## config.mk

```make
export PLATFORM = sky130hd
export DESIGN_NAME = button_click_event_detector_unit
export DESIGN_NICKNAME = d
export VERILOG_FILES = /design/src/design/bced_pkg.sv /design/src/design/button_click_event_detector_unit.sv
export SDC_FILE = /design/constraint.sdc
export NUM_CORES = 1
export LEC_CHECK = 0
export ABC_AREA = 1
export ABC_CLOCK_PERIOD_IN_PS = 6200
export BUFFER_PORTS_ARGS = -buffer_cell sky130_fd_sc_hd__buf_2
export CAP_MARGIN = 20
export CORE_MARGIN = 5
export CORE_UTILIZATION = 55
export CTS_CLUSTER_DIAMETER = 30
export DETAILED_ROUTE_END_ITERATION = 10
export HOLD_SLACK_MARGIN = 0.02
export MAX_ROUTING_LAYER = met4
export PLACE_DENSITY_LB_ADDON = 0.15
export RECOVER_POWER = 100
export SLEW_MARGIN = 10
export SYNTH_ARGS = -nofsm -noshare
export SYNTH_HDL_FRONTEND = slang
export SYNTH_SLANG_ARGS = --single-unit
```

## constraint.sdc

```tcl
create_clock -name clk -period 6.2 [get_ports clk]
set_clock_uncertainty 0.05 [all_clocks]
set_input_delay 0.62 -clock clk [delete_from_list [all_inputs] [get_ports clk]]
set_output_delay 0.62 -clock clk [all_outputs]
set_load 0.02 [all_outputs]
```

## src/design/bced_pkg.sv

```systemverilog
// Shared types and constants for the button click event detector.
// No dependencies; used by button_click_event_detector_unit and its testbench.
package bced_pkg;

	localparam int NumButtons = 8;
	localparam int IdxW       = 3;
	localparam int AddrW      = $clog2(NumButtons);
	localparam int TimeW      = 16;
	localparam int CfgW       = 16;

	// Register indexes on the configuration port
	localparam logic [2:0] RegActiveLevels = 3'd0;
	localparam logic [2:0] RegLongPress    = 3'd1;
	localparam logic [2:0] RegDoubleClick  = 3'd2;
	localparam logic [2:0] RegDebounce     = 3'd3;
	localparam logic [2:0] RegTick         = 3'd4;

	// Register reset values
	localparam logic [7:0]       ActiveLevelsRst = 8'd0;
	localparam logic [TimeW-1:0] LongPressRst    = 16'd5000;
	localparam logic [TimeW-1:0] DoubleClickRst  = 16'd500;
	localparam logic [TimeW-1:0] DebounceRst     = 16'd50;
	localparam logic [7:0]       TickRst         = 8'd10;

	typedef enum logic [1:0] {
		PhReleased = 2'd0,
		PhPressed  = 2'd1,
		PhHolding  = 2'd2,
		PhLong     = 2'd3
	} phase_t;

	typedef enum logic [1:0] {
		EvNone   = 2'd0,
		EvShort  = 2'd1,
		EvLong   = 2'd2,
		EvDouble = 2'd3
	} event_t;

	// One button's state as kept in the state memory
	typedef struct packed {
		phase_t           phase;
		logic [TimeW-1:0] press_time;
		logic [TimeW-1:0] release_time;
		logic [1:0]       clicks;
	} entry_t;

	// Saturating timer advance
	function automatic logic [TimeW-1:0] sat_add(input logic [TimeW-1:0] t,
			input logic [7:0] d);
		logic [TimeW:0] s;
		s = {1'b0, t} + {{(TimeW-7){1'b0}}, d};
		sat_add = s[TimeW] ? {TimeW{1'b1}} : s[TimeW-1:0];
	endfunction

endpackage

```

## src/design/button_click_event_detector_unit.sv

```systemverilog
// Button click event detector: per-button debounce, long press and double click.
// Depends on bced_pkg (types, register indexes, reset values, sat_add).
//
// Usage
//   Input channel (in_valid/in_ready): one tick sample per transaction, a button
//   index and the raw pin level of that button. Output channel (out_valid/
//   out_ready): exactly one result per sample, the echoed button id and an event
//   code (none, short press, long press, double click), in input order.
//   Configuration: cfg_we writes cfg_data into the register at cfg_index
//   (active levels, long press ms, double click ms, debounce ms, tick ms).
//   Write only while no sample is in flight.
// Pipeline
//   An accepted sample enters the state-update stage with its state memory entry.
//   When that stage advances, the result is computed, the entry written back and
//   the result registered on the output. One sample per cycle is taken unless
//   the output stalls; the state memory has one read and one write port, and a
//   sample after one on the same button gets the freshly written entry by bypass.
// Reset
//   arst_n clears the pipeline, the output register, the registers to their
//   defaults and a valid bit per memory entry; an entry not yet written reads as
//   released with all timers and the click count at zero. No clearing pass.
// Stall
//   When out_ready is low with a result waiting, one more sample is held in the
//   state-update stage and the input stalls after that; nothing is lost.
module button_click_event_detector_unit (
	input  logic        clk,
	input  logic        arst_n,
	input  logic        cfg_we,
	input  logic [2:0]  cfg_index,
	input  logic [15:0] cfg_data,
	input  logic        in_valid,
	output logic        in_ready,
	input  logic [2:0]  button_index,
	input  logic        level,
	output logic        out_valid,
	input  logic        out_ready,
	output logic [2:0]  button_id,
	output logic [1:0]  event_res
);

	// Configuration registers
	logic [7:0]                  active_levels_q;
	logic [bced_pkg::TimeW-1:0]  long_press_q;
	logic [bced_pkg::TimeW-1:0]  double_click_q;
	logic [bced_pkg::TimeW-1:0]  debounce_q;
	logic [7:0]                  tick_q;

	always_ff @(posedge clk or negedge arst_n) begin
		if (!arst_n) begin
			active_levels_q <= bced_pkg::ActiveLevelsRst;
			long_press_q    <= bced_pkg::LongPressRst;
			double_click_q  <= bced_pkg::DoubleClickRst;
			debounce_q      <= bced_pkg::DebounceRst;
			tick_q          <= bced_pkg::TickRst;
		end else if (cfg_we) begin
			unique case (cfg_index)
				bced_pkg::RegActiveLevels: active_levels_q <= cfg_data[7:0];
				bced_pkg::RegLongPress:    long_press_q    <= cfg_data;
				bced_pkg::RegDoubleClick:  double_click_q  <= cfg_data;
				bced_pkg::RegDebounce:     debounce_q      <= cfg_data;
				bced_pkg::RegTick:         tick_q          <= cfg_data[7:0];
				default: ;
			endcase
		end
	end

	// Pipeline control
	logic s1_valid_q;
	logic out_valid_q;
	logic s1_adv;
	logic in_acc;

	assign s1_adv   = s1_valid_q && (!out_valid_q || out_ready);
	assign in_ready = !s1_valid_q || s1_adv;
	assign in_acc   = in_valid && in_ready;

	// Stage 1 payload
	logic [bced_pkg::IdxW-1:0] idx_s1;
	logic                      level_s1;
	logic                      byp_s1;
	logic                      vld_s1;
	bced_pkg::entry_t          rd_s1;

	// State memory, write-back register and entry valid bits
	bced_pkg::entry_t           mem [bced_pkg::NumButtons];
	logic [bced_pkg::NumButtons-1:0] ent_vld_q;
	bced_pkg::entry_t           wb_data_q;
	logic [bced_pkg::IdxW-1:0]  wb_idx_q;

	logic             in_range_in;
	logic             in_range_s1;
	logic             mem_we;
	bced_pkg::entry_t nxt;
	bced_pkg::event_t ev;

	assign in_range_in = {1'b0, button_index} < (bced_pkg::IdxW+1)'(bced_pkg::NumButtons);
	assign in_range_s1 = {1'b0, idx_s1} < (bced_pkg::IdxW+1)'(bced_pkg::NumButtons);
	assign mem_we      = s1_adv && in_range_s1;

	always_ff @(posedge clk) begin
		if (mem_we) begin
			mem[idx_s1[bced_pkg::AddrW-1:0]] <= nxt;
		end
		if (in_acc && in_range_in) begin
			rd_s1 <= mem[button_index[bced_pkg::AddrW-1:0]];
		end
	end

	always_ff @(posedge clk or negedge arst_n) begin
		if (!arst_n) begin
			ent_vld_q <= '0;
		end else if (mem_we) begin
			ent_vld_q[idx_s1[bced_pkg::AddrW-1:0]] <= 1'b1;
		end
	end

	always_ff @(posedge clk) begin
		if (mem_we) begin
			wb_data_q <= nxt;
			wb_idx_q  <= idx_s1;
		end
	end

	// Accept a sample: capture payload, entry valid bit and the bypass flag
	// for a write-back to the same button at this very edge
	always_ff @(posedge clk or negedge arst_n) begin
		if (!arst_n) begin
			s1_valid_q <= 1'b0;
		end else if (in_acc) begin
			s1_valid_q <= 1'b1;
		end else if (s1_adv) begin
			s1_valid_q <= 1'b0;
		end
	end

	always_ff @(posedge clk) begin
		if (in_acc) begin
			idx_s1   <= button_index;
			level_s1 <= level;
			byp_s1   <= mem_we && (idx_s1 == button_index);
			vld_s1   <= in_range_in && ent_vld_q[button_index[bced_pkg::AddrW-1:0]];
		end
	end

	// Current entry: bypass first, then memory, else the reset entry
	bced_pkg::entry_t cur;
	always_comb begin
		if (byp_s1) begin
			cur = wb_data_q;
		end else if (vld_s1) begin
			cur = rd_s1;
		end else begin
			cur = '0;
		end
	end

	// Per-button state update
	logic                       act;
	logic [bced_pkg::TimeW-1:0] pt_inc;
	logic [bced_pkg::TimeW-1:0] rt_inc;
	logic [1:0]                 clk_inc;

	assign act     = (level_s1 == active_levels_q[idx_s1]);
	assign pt_inc  = bced_pkg::sat_add(cur.press_time, tick_q);
	assign rt_inc  = bced_pkg::sat_add(cur.release_time, tick_q);
	assign clk_inc = cur.clicks + 2'd1;

	always_comb begin
		nxt = cur;
		ev  = bced_pkg::EvNone;
		unique case (cur.phase)
			bced_pkg::PhReleased: begin
				if (act) begin
					nxt.phase      = bced_pkg::PhPressed;
					nxt.press_time = '0;
				end else if (cur.clicks == 2'd1) begin
					nxt.release_time = rt_inc;
					if (rt_inc >= double_click_q) begin
						ev               = bced_pkg::EvShort;
						nxt.clicks       = '0;
						nxt.release_time = '0;
					end
				end
			end
			bced_pkg::PhPressed: begin
				if (act) begin
					nxt.press_time = pt_inc;
					if (pt_inc >= debounce_q) begin
						nxt.phase = bced_pkg::PhHolding;
					end
				end else begin
					nxt.phase      = bced_pkg::PhReleased;
					nxt.press_time = '0;
				end
			end
			bced_pkg::PhHolding: begin
				if (act) begin
					nxt.press_time = pt_inc;
					if (pt_inc >= long_press_q) begin
						ev         = bced_pkg::EvLong;
						nxt.phase  = bced_pkg::PhLong;
						nxt.clicks = '0;
					end
				end else begin
					// count a click only for a hold between debounce and long press
					if (cur.press_time >= debounce_q && cur.press_time < long_press_q) begin
						nxt.clicks       = clk_inc;
						nxt.release_time = '0;
						if (clk_inc >= 2'd2) begin
							ev         = bced_pkg::EvDouble;
							nxt.clicks = '0;
						end
					end
					nxt.phase      = bced_pkg::PhReleased;
					nxt.press_time = '0;
				end
			end
			bced_pkg::PhLong: begin
				if (!act) begin
					nxt.phase      = bced_pkg::PhReleased;
					nxt.press_time = '0;
				end
			end
			default: ;
		endcase
		if (!in_range_s1) begin
			ev = bced_pkg::EvNone;
		end
	end

	// Output register
	logic [2:0] button_id_q;
	logic [1:0] event_res_q;

	always_ff @(posedge clk or negedge arst_n) begin
		if (!arst_n) begin
			out_valid_q <= 1'b0;
		end else if (s1_adv) begin
			out_valid_q <= 1'b1;
		end else if (out_ready) begin
			out_valid_q <= 1'b0;
		end
	end

	always_ff @(posedge clk) begin
		if (s1_adv) begin
			button_id_q <= idx_s1;
			event_res_q <= ev;
		end
	end

	assign out_valid = out_valid_q;
	assign button_id = button_id_q;
	assign event_res = event_res_q;

	// Assertions
	a_byp_same_button: assert property (@(posedge clk) disable iff (!arst_n)
		s1_valid_q && byp_s1 |-> wb_idx_q == idx_s1)
		else $error("bypass taken for a different button");

	a_s1_hold: assert property (@(posedge clk) disable iff (!arst_n)
		s1_valid_q && !s1_adv |=> s1_valid_q && $stable(idx_s1) && $stable(level_s1))
		else $error("stalled sample lost in state-update stage");

	a_long_phase: assert property (@(posedge clk) disable iff (!arst_n)
		s1_adv && ev == bced_pkg::EvLong |-> nxt.phase == bced_pkg::PhLong)
		else $error("long press event without long-held phase");

	a_accept_fills: assert property (@(posedge clk) disable iff (!arst_n)
		in_valid && in_ready |=> s1_valid_q)
		else $error("accepted sample did not enter state-update stage");

endmodule

```

==> flow_summary.toml, run 1 <==
[cts]
postCtsSetupBuffers = 0
htreeDepth = 3
cts_buffer_depth = 3
cts.sinks = 445
cts_root_buffer = "clkbuf_16"
path_clk_slew_ns = 0.04
post_cts_resized = 0
clk_latency_ns = 0.62
cts_tree = "built"
numCtsBuffers = 89
postCtsHoldBufs = 0

[routing]
vias = 15362
finalWirelength_um = 54800
drtIter0Drc = 1421
drc_errors = 0
drtPass1Iterations = 5
avgViaCountPerCell = 5.730
wl_per_cell_um = 20.44
detail-route-antenna-nets = 0

[floorplanning]
chipHeight_um = 206.2
rows = 71
start_util_pct = 55.95
dieArea_um2 = 42520
core_area_um2 = 37840
fp.dieW_um = 206.2
ios = 35

[global_route]
grt_max_degree = 107
grt_pass1_wl_um = 85060
grt_util_met2_pct = 40.20
antenna_found_initial = 2
grt_usage_pct = 27.01
grt_pass1_vias = 14824
busiest_layer = "met2"
met3_usage_pct = 4.754
use_met1_pct = 38.58
overflow = 0

[run]
maxCapViolations = 16

[pwr]
power.density_nw_per_um2 = 428.0
vdd_ir_drop_max_v = 0.0002793
leakage_nw = 9.974

[synthesis]
synthFlopType = "edfxtp_1"
synth_edf_count = 371
ys_seq_elements = 445
synth-async-reset-ratio_pct = 16.63
synth_seq_area_share_pct = 61.46
syn_inst = 2035
synth_nets = 2163
syn_avg_cell_area_um2 = 10.40
netlist_area_um2 = 21170
yosys.cell_types.count = 48
ys_warn_count = 0

[place]
dp_hpwl_um = 33850
dp_cells = 2514
portBuffers = 34
pre_cts_ws_ns = 0.9207
gp_congestion = 0.9205

[timing]
slew_headroom_pct = -158.7
drv_slew = 741
timing.fmax_mhz = 179.8
finalHoldViolCount = 0
min_period_ns = 5.562
tns_ns = 0
grt_setup_unrepaired = "false"
fin_ws_ns = 0.6380
setup_viol = 0
worst_slew_pin_slew_ns = 3.880
post-route-period-util_pct = 89.71

[worst_setup_path]
crit_slowest_cell = "a21oi_1"
start_kind = "flop"
cp.arrival_ns = 5.82
cp_num_buf_inv = 3
r2r_slack_ns = 0.64
required_ns = 6.46
critical_path_class = "reg -> reg"
critical_path.max_stage_delay_ns = 0.57
cpMostUsedCell = "nand2_1"
setup.worst_path.end_class = "flop"
cp_max_fo = 37
crit_family = "compound AO/OA/AOI/OAI gates"
worstPathCellList = "buf_4, a22oi_1, inv_1, ha_1, nand2_1, o21ai_0, nand2_1, nand2_1, nand2_1, nor2_4, nand2_1, nand3_1, ha_1, nand2_1, inv_1, nor2_1, o21ai_0, a21oi_1, nand3_1, a21oi_1, nand2_1, a21oi_1"

[cells_and_area]
n_fill_cell = 2957
fin_nets = 2224
area_growth_pct = 17.69
drive_gt1_share_pct = 11.98
layout_commonest_cell = "edfxtp_1"
final_cell_mix = "edfxtp_1, nand2_1, nor2_1"
stdcell_count = 2681
n_antenna_cell = 0

[outcome]
outcome = "finished with violations"
violations = "capacitance limit, slew limit"

[hold_path]
hp-class = "in -> reg"
[metrics by stage]
stage	total power, mW	hold WS (ns)	area, um^2	utilization (%)
after floorplan	5.135	0.2744	21170	-
after global placement	5.670	0.3955	21810	57.64
after detailed placement	5.710	0.3977	21810	57.64
after CTS	10.73	0.1526	25030	66.14
after global routing	11.18	0.1510	24920	65.85
final	10.67	0.1698	24920	65.85
[synthesized netlist by cell type, types with 7 or more instances]
master	n	area, um^2
o21ai_1	24	120.1
a31oi_1	38	237.7
nor4_1	7	43.79
o21ai_0	241	1206
inv_1	145	544.3
nand2_1	343	1287
a22oi_1	13	97.59
dfstp_2	16	420.4
edfxtp_1	371	11140
nand3_1	67	335.3
nor2_1	299	1122
xor2_1	9	78.83
nand2_2	25	156.4
a21oi_1	70	350.3
buf_1	7	26.28
o22ai_1	40	250.2
ha_1	98	1226
nor3_1	8	40.04
dfrtp_1	58	1451
buf_2	10	50.05
inv_2	7	26.28
clkbuf_1	63	236.5
[metal layers]
layer  up-vias  share of wire [%]
met4         0                2.8
li1       7245                  -
met3        89                7.6
met1      7405                 46
met5         -                  0
met2       623                 44
[logic make-up (layout without fill, tap and decap cells)]
logic type,after synthesis,after routing,synth area share (%)
AOI/OAI and AO/OA,445,445,11.45
xor gates and xnor gates,15,15,0.6205
adders and majority gates,100,100,5.980
buffers and inverters,243,378,4.657
DFF,445,445,61.46
and+or+nand+nor,787,787,15.84
[flip-flops by register name, indices dropped and copies added, names as in the netlist]
signal,count
mem,288
rd_s1,36
wb_data_q,36
debounce_q,16
double_click_q,16
long_press_q,16
active_levels_q,8
ent_vld_q,8
tick_q,8
button_id,3
idx_s1,3
event_res,2
byp_s1,1
level_s1,1
out_valid,1
s1_valid_q,1
vld_s1,1
[area by class of cell]
class                           instances  area [um^2]  share of cell area [%]
Multi-Input combinational cell       1347         7182                   28.82
Clock inverter                         62        855.8                   3.434
Tap cell                              511        639.4                   2.566
Sequential cell                       445        13010                   52.22
Inverter                              154        585.6                   2.350
Clock buffer                          103         2364                   9.485
Timing Repair Buffer                   59        280.3                   1.125
[path summary, 6_finish.rpt]
kind	depth (start not counted)	startpoint	end
setup / recovery	22	byp_s1	wb_data_q[1]
hold / removal	1	level	level_s1
setup reg to reg	22	byp_s1	wb_data_q[1]
hold reg to reg	2	ent_vld_q[1]	ent_vld_q[1]
max in group asynchronous	2	arst_n	tick_q[0]
min in group asynchronous	2	arst_n	debounce_q[8]
[power by group]
part	total (mW)	leakage, nW	internal (mW)	switching [mW]
sequential	3.84	4.33	3.72	0.119
clock	4.99	1.53	3.35	1.64
combinational	1.84	4.12	0.555	1.29
total	10.7	9.97	7.62	3.04
Note: power is estimated with default switching activity, not from simulation.
==> run 2, diff against run 1 <==
--- a/config.mk
+++ b/config.mk
@@ -5,12 +5,11 @@
 export SDC_FILE = /design/constraint.sdc
 export NUM_CORES = 1
 export LEC_CHECK = 0
-export ABC_AREA = 1
 export ABC_CLOCK_PERIOD_IN_PS = 6200
 export BUFFER_PORTS_ARGS = -buffer_cell sky130_fd_sc_hd__buf_2
 export CAP_MARGIN = 20
 export CORE_MARGIN = 5
-export CORE_UTILIZATION = 55
+export CORE_UTILIZATION = 60
 export CTS_CLUSTER_DIAMETER = 30
 export DETAILED_ROUTE_END_ITERATION = 10
 export HOLD_SLACK_MARGIN = 0.02
==> constraint.sdc (replaced) <==
create_clock -name clk -period 6.2 [get_ports clk]
set_clock_uncertainty 0.05 [all_clocks]
set_input_delay 0.31 -clock clk [delete_from_list [all_inputs] [get_ports clk]]
set_output_delay 0.31 -clock clk [all_outputs]
set_load 0.02 [all_outputs]
==> run 2 against run 1 <==
- the flow still finishes with violations (capacitance limit, slew limit)
- wire length shrank 8.4%
- sequential share of layout area grew 1.4 points
- flip-flop and latch count is the same
- critical path type unchanged
- sequential power shrank 3%
- power shrank 6.7%
- combinational power shrank 15%
- global-route usage grew 0.70 points
- via count shrank 19%
- worst setup slack lost 0.49 ns
==> flow_summary.toml, run 2 <==
[synthesis]
synth-async-reset-ratio_pct = 16.63
synthFlopType = "edfxtp_1"
ys_seq_elements = 445
syn_inst = 1317
yosysMostFrequentCell = "edfxtp_1"
yosys-top-cells-count = "edfxtp_1, ha_1, nand2_1"
synth_top_cell_by_area = "edfxtp_1"
synth_top_area_share_pct = 54.85
synth_nets = 1445
yosys.cell_types.count = 75
ys_warn_count = 0
synth_edf_count = 371
netlist_area_um2 = 20310
synth_seq_area_share_pct = 64.07
synth.area.top_cells = "edfxtp_1, mux4_2, dfrtp_1"
syn_avg_cell_area_um2 = 15.42

[cells_and_area]
area_growth_pct = 19.42
final_cell_mix = "edfxtp_1, ha_1, clkbuf_16"
largest_register_ffs = 288
drive_gt1_share_pct = 25.18
fin_nets = 1573
layout_commonest_cell = "edfxtp_1"
fin_area_um2 = 24250
n_fill_cell = 2072

[global_route]
grt_util_met2_pct = 39.88
grt_pass1_wl_um = 76620
busiest_layer = "met1"
met3_usage_pct = 5.526
use_met1_pct = 40.40
grt_max_degree = 77
overflow = 0
grt_usage_pct = 27.71
grt_pass1_vias = 12588
antenna_found_initial = 1

[run]
maxCapViolations = 12

[pwr]
power.total_mw = 9.954
vdd_ir_drop_max_v = 0.0002904
power.density_nw_per_um2 = 410.4
leakage_nw = 9.035

[worst_setup_path]
r2r_slack_ns = 0.15
critical_path_class = "reg -> reg"
cp.arrival_ns = 6.24
setup.worst_path.end_class = "flop"
required_ns = 6.39
start_kind = "flop"
cp_max_fo = 42

[place]
place_area_um2 = 21120
portBuffers = 34
dp_hpwl_um = 29920
gp_congestion = 0.9764
pre_cts_ws_ns = 0.2738

[routing]
drc_errors = 0
detail-route-antenna-nets = 0
avgViaCountPerCell = 6.298
drtIter0Drc = 1135
wl_per_cell_um = 25.46
vias = 12414
drtPass1Iterations = 5
finalWirelength_um = 50180

[cts]
cts_buffer_depth = 3
cts_tree = "built"
htreeDepth = 3
cts_root_buffer = "clkbuf_16"
cts.sinks = 445
postCtsSetupBuffers = 0
clk_latency_ns = 0.61
path_clk_slew_ns = 0.04
numCtsBuffers = 90

[timing]
fin_ws_ns = 0.1517
timing.fmax_mhz = 165.3
setup_viol = 0
worst_slew_pin_slew_ns = 3.994
grt_setup_unrepaired = "true"
finalHoldViolCount = 0
tns_ns = 0
min_period_ns = 6.048
drv_slew = 424
slew_headroom_pct = -166.3
post-route-period-util_pct = 97.55

[floorplanning]
ios = 35
start_util_pct = 60.72
core_area_um2 = 33450
chipHeight_um = 194.0
fp.dieW_um = 194.0
rows = 67
dieArea_um2 = 37630

[hold_path]
hp-class = "in -> reg"

[outcome]
outcome = "finished with violations"
violations = "capacitance limit, slew limit"
run 2: changes by cell type in the layout (fill, tap and decap cells not counted), moves of 48 or more:
cell     before  now
o21ai_0     265   67
nor2_1      296   33
mux2_2        0   69
mux4_2        0   74
nand2_1     347   83
nand3_1      68   20
inv_1       141   67
run 2: routing by layer:
metal | vias to the layer above | share of wire (%) | routed length [um]
met2 | 531 | 46 | 23070
met3 | 77 | 7.7 | 3885
li1 | 5453 | - | -
met1 | 6353 | 43 | 21800
met4 | 0 | 2.8 | 1427
met5 | - | 0 | 0
run 2: power breakdown:
part	internal [mW]	switching, mW
logic	0.596	0.966
registers	3.62	0.101
clock network	3.07	1.60
total	7.29	2.66
run 2: timing repair:
item	in CTS	in global routing
endpoints found under the setup margin	0	153
gates resized for setup	0	13
hold endpoints to repair	110	0
hold buffers	21	0
run 2: path summary, 6_finish.rpt:
path,from,end,cells after the start
hold reg to reg,ent_vld_q[1],ent_vld_q[1],1
setup / recovery,out_valid,mem[7][8],7
max in group asynchronous,arst_n,long_press_q[0],2
hold / removal,cfg_index[1],tick_q[4],3
setup reg to reg,out_valid,mem[7][8],7
min in group asynchronous,arst_n,ent_vld_q[6],2
run 2: cell families (layout without fill, tap and decap cells):
kind of cell    after synthesis  in the layout  share of synthesized area [%]
flops                       445            445                          64.07
compound gates              248            248                          8.083
simple gates                242            242                          6.044
mux                         149            149                          12.34
buf+inv                     116            320                          2.310
fa+ha+maj                   100            100                          6.235
xor+xnor                     17             17                         0.9180
other cells                   0              2                              0
run 2: critical path: stages (launching register included):
cell and delay (ns):
dfrtp_1 0.40, nand2b_1 0.12, nand2_1 0.26, clkinv_1 0.10, clkbuf_1 2.18, nand2_1 0.73, nor2_2 1.15, clkbuf_4 0.66
run 2: per-stage QoR:
| stage | instances | utilization, % | hold slack (ns) |
|---|---|---|---|
| after CTS | 1968 | 72.73 | 0.1680 |
| after global routing | 1969 | 72.49 | 0.1489 |
| after floorplan | 1317 | - | -0.03559 |
| after detailed placement | 1779 | 63.15 | 0.4033 |
| final | 1971 | 72.51 | 0.1548 |
| after global placement | 1778 | 63.14 | 0.3979 |
run 2: area by class of cell:
cell class	instances	area [um^2]	share of cell area, %
antenna	2	5.005	0.02064
clock buffer	110	2379	9.807
clock inverter	58	616.8	2.543
inverter	68	255.2	1.052
multi-input combinational	756	6902	28.46
sequential	445	13010	53.65
tap	448	560.5	2.311
timing repair buffer	84	523.0	2.156
==> run 3, diff against run 2 <==
--- a/config.mk
+++ b/config.mk
@@ -14,9 +14,10 @@
 export DETAILED_ROUTE_END_ITERATION = 10
 export HOLD_SLACK_MARGIN = 0.02
 export MAX_ROUTING_LAYER = met4
-export PLACE_DENSITY_LB_ADDON = 0.15
+export PLACE_DENSITY_LB_ADDON = 0.1
 export RECOVER_POWER = 100
 export SLEW_MARGIN = 10
 export SYNTH_ARGS = -nofsm -noshare
 export SYNTH_HDL_FRONTEND = slang
 export SYNTH_SLANG_ARGS = --single-unit
+export TNS_END_PERCENT = 1
==> run 3 against run 2 <==
- the flow still finishes with violations (capacitance limit, slew limit)
- die area is the same
- core utilization grew 0.56 points
- wire length shrank 1.1%
- power grew 4.0%
- final area grew 0.77%
- register-to-register slack gained 0.30 ns
- largest power group unchanged
- combinational power is essentially flat
==> flow_summary.toml, run 3 (synthesis results as in run 2) <==
[cells_and_area]
layout_commonest_cell = "edfxtp_1"
fin_nets = 1570
largest_register_ffs = 288
multi_input_comb_area_um2 = 6852
drive_gt1_share_pct = 25.08
register_area_um2 = 13010
n_antenna_cell = 0
n_fill_cell = 2068
area_growth_pct = 20.34
final_cell_mix = "edfxtp_1, ha_1, clkbuf_16"

[routing]
top_layer = "met4"
met1_length_um = 22020
avgViaCountPerCell = 6.247
detail-route-antenna-nets = 0
finalWirelength_um = 49650
dr_wl_met3_um = 3402
vias = 12287
wl_per_cell_um = 25.24
met2_length_um = 22860
drtPass1Iterations = 6
drc_errors = 0
drtIter0Drc = 1076

[pwr]
leakage_nw = 9.134
vdd_ir_drop_max_v = 0.0004063
power.density_nw_per_um2 = 423.6
power.total_mw = 10.35

[timing]
slew_headroom_pct = -167.2
holdWs_ns = 0.06543
grt_setup_unrepaired = "true"
post-route-period-util_pct = 92.70
timing.fmax_mhz = 174.0
finalHoldViolCount = 0
min_period_ns = 5.747
setup_viol = 0
worst_slew_pin_slew_ns = 4.008
drv_slew = 536

[place]
dp_hpwl_um = 30070
portBuffers = 34
gp_congestion = 0.9338

[global_route]
antenna_found_initial = 0
grt_pass1_vias = 12526
grt_usage_pct = 27.41
grt_max_degree = 77
overflow = 0
grt_pass1_wl_um = 76300

[hold_path]
hp-class = "in -> reg"

[worst_setup_path]
start_kind = "flop"
critical_path_class = "reg -> reg"
cp.arrival_ns = 5.97
setup.worst_path.end_class = "flop"
cp_max_fo = 15
required_ns = 6.42

[floorplanning]
start_util_pct = 60.72
dieArea_um2 = 37630
ios = 35
chipHeight_um = 194.0
rows = 67
core_area_um2 = 33450
fp.dieW_um = 194.0

[cts]
path_clk_slew_ns = 0.05
cts_tree = "built"
htreeDepth = 3
clk_latency_ns = 0.62
cts_root_buffer = "clkbuf_16"
postCtsSetupBuffers = 0
cts_buffer_depth = 3
numCtsBuffers = 91
cts.sinks = 445

[outcome]
outcome = "finished with violations"
violations = "capacitance limit, slew limit"

[run]
maxCapViolations = 15
run 3: cell types whose count changed in the layout (fill, tap and decap cells not counted), sizes merged:
cell,before,now
inv,72,88
clkinv,40,26
clkbuf,141,128
bufinv,8,14
clkinvlp,6,11
diode,2,0
buf,32,31
dlygate4sd3,21,20
run 3: path summary, 6_finish.rpt:
kind                              startpoint         endpoint  slack (ns)  cells past startpoint
worst min-delay path             cfg_data[0]  long_press_q[0]        0.07                      3
worst max-delay path                  byp_s1       mem[0][35]        0.45                     22
max in group asynchronous             arst_n        tick_q[6]        2.20                      2
worst min register to register  ent_vld_q[0]     ent_vld_q[0]        0.41                      1
worst max register to register        byp_s1       mem[0][35]        0.45                     22
min in group asynchronous             arst_n     ent_vld_q[4]        1.60                      2
run 3: area by class of cell:
type,instances,area share (%)
multi-input cells,756,28.03
clock buffers,99,9.614
inverters,68,1.044
clock inverters,71,3.696
flip-flops and latches,445,53.24
repair buffers,80,2.078
well taps,448,2.293
run 3: what timing repair did:
| item | CTS | global route |
|---|---|---|
| endpoints found under the hold margin | 110 | 0 |
| endpoints found under the setup margin | 0 | 144 |
| resized for setup | 0 | 7 |
| hold buffers | 20 | 0 |
run 3: critical path, cell delays in order, from the launching register on:
cell and delay, ns:
edfxtp_1 0.45, nor2b_2 0.16, buf_4 0.24, buf_4 0.28, a22oi_1 0.20, inv_1 0.11
ha_1 0.16, inv_1 0.05, fa_1 0.39, nand3b_1 0.19, a21boi_0 0.20, o21a_1 0.24
o211ai_1 0.29, or3_1 0.48, nor3_1 0.16, a21oi_1 0.10, ha_1 0.32, nand4_1 0.09
nor2_1 0.16, a221oi_1 0.09, o21ai_0 0.09, a22oi_1 0.17, a21oi_1 0.73
run 3: layer usage:
metal / track usage, % / vias up
li1: - / 5459
met1: 39.67 / 6264
met2: 40.47 / 486
met3: 5.143 / 78
met4: 8.177 / 0
met5: - / -
run 3: power by group:
part | internal [mW] | switching, mW | leakage, nW
combinational | 0.585 | 0.959 | 3.26
clock | 3.38 | 1.71 | 1.57
sequential | 3.62 | 0.101 | 4.31
run 3: metrics by stage:
step / setup TNS, ns / instance area (um^2) / cells / util [%] / setup slack, ns
6_report: 0 / 24440 / 1967 / 73.07 / 0.4527
5_1_grt: -0.03410 / 24440 / 1967 / 73.07 / -0.005553
4_1_cts: 0 / 24570 / 1966 / 73.44 / 0.2118
3_5_place_dp: 0 / 21110 / 1776 / 63.12 / 0.3465
3_3_place_gp: 0 / 21090 / 1774 / 63.05 / 0.5007
2_1_floorplan: 0 / 20310 / 1317 / - / 0.5905
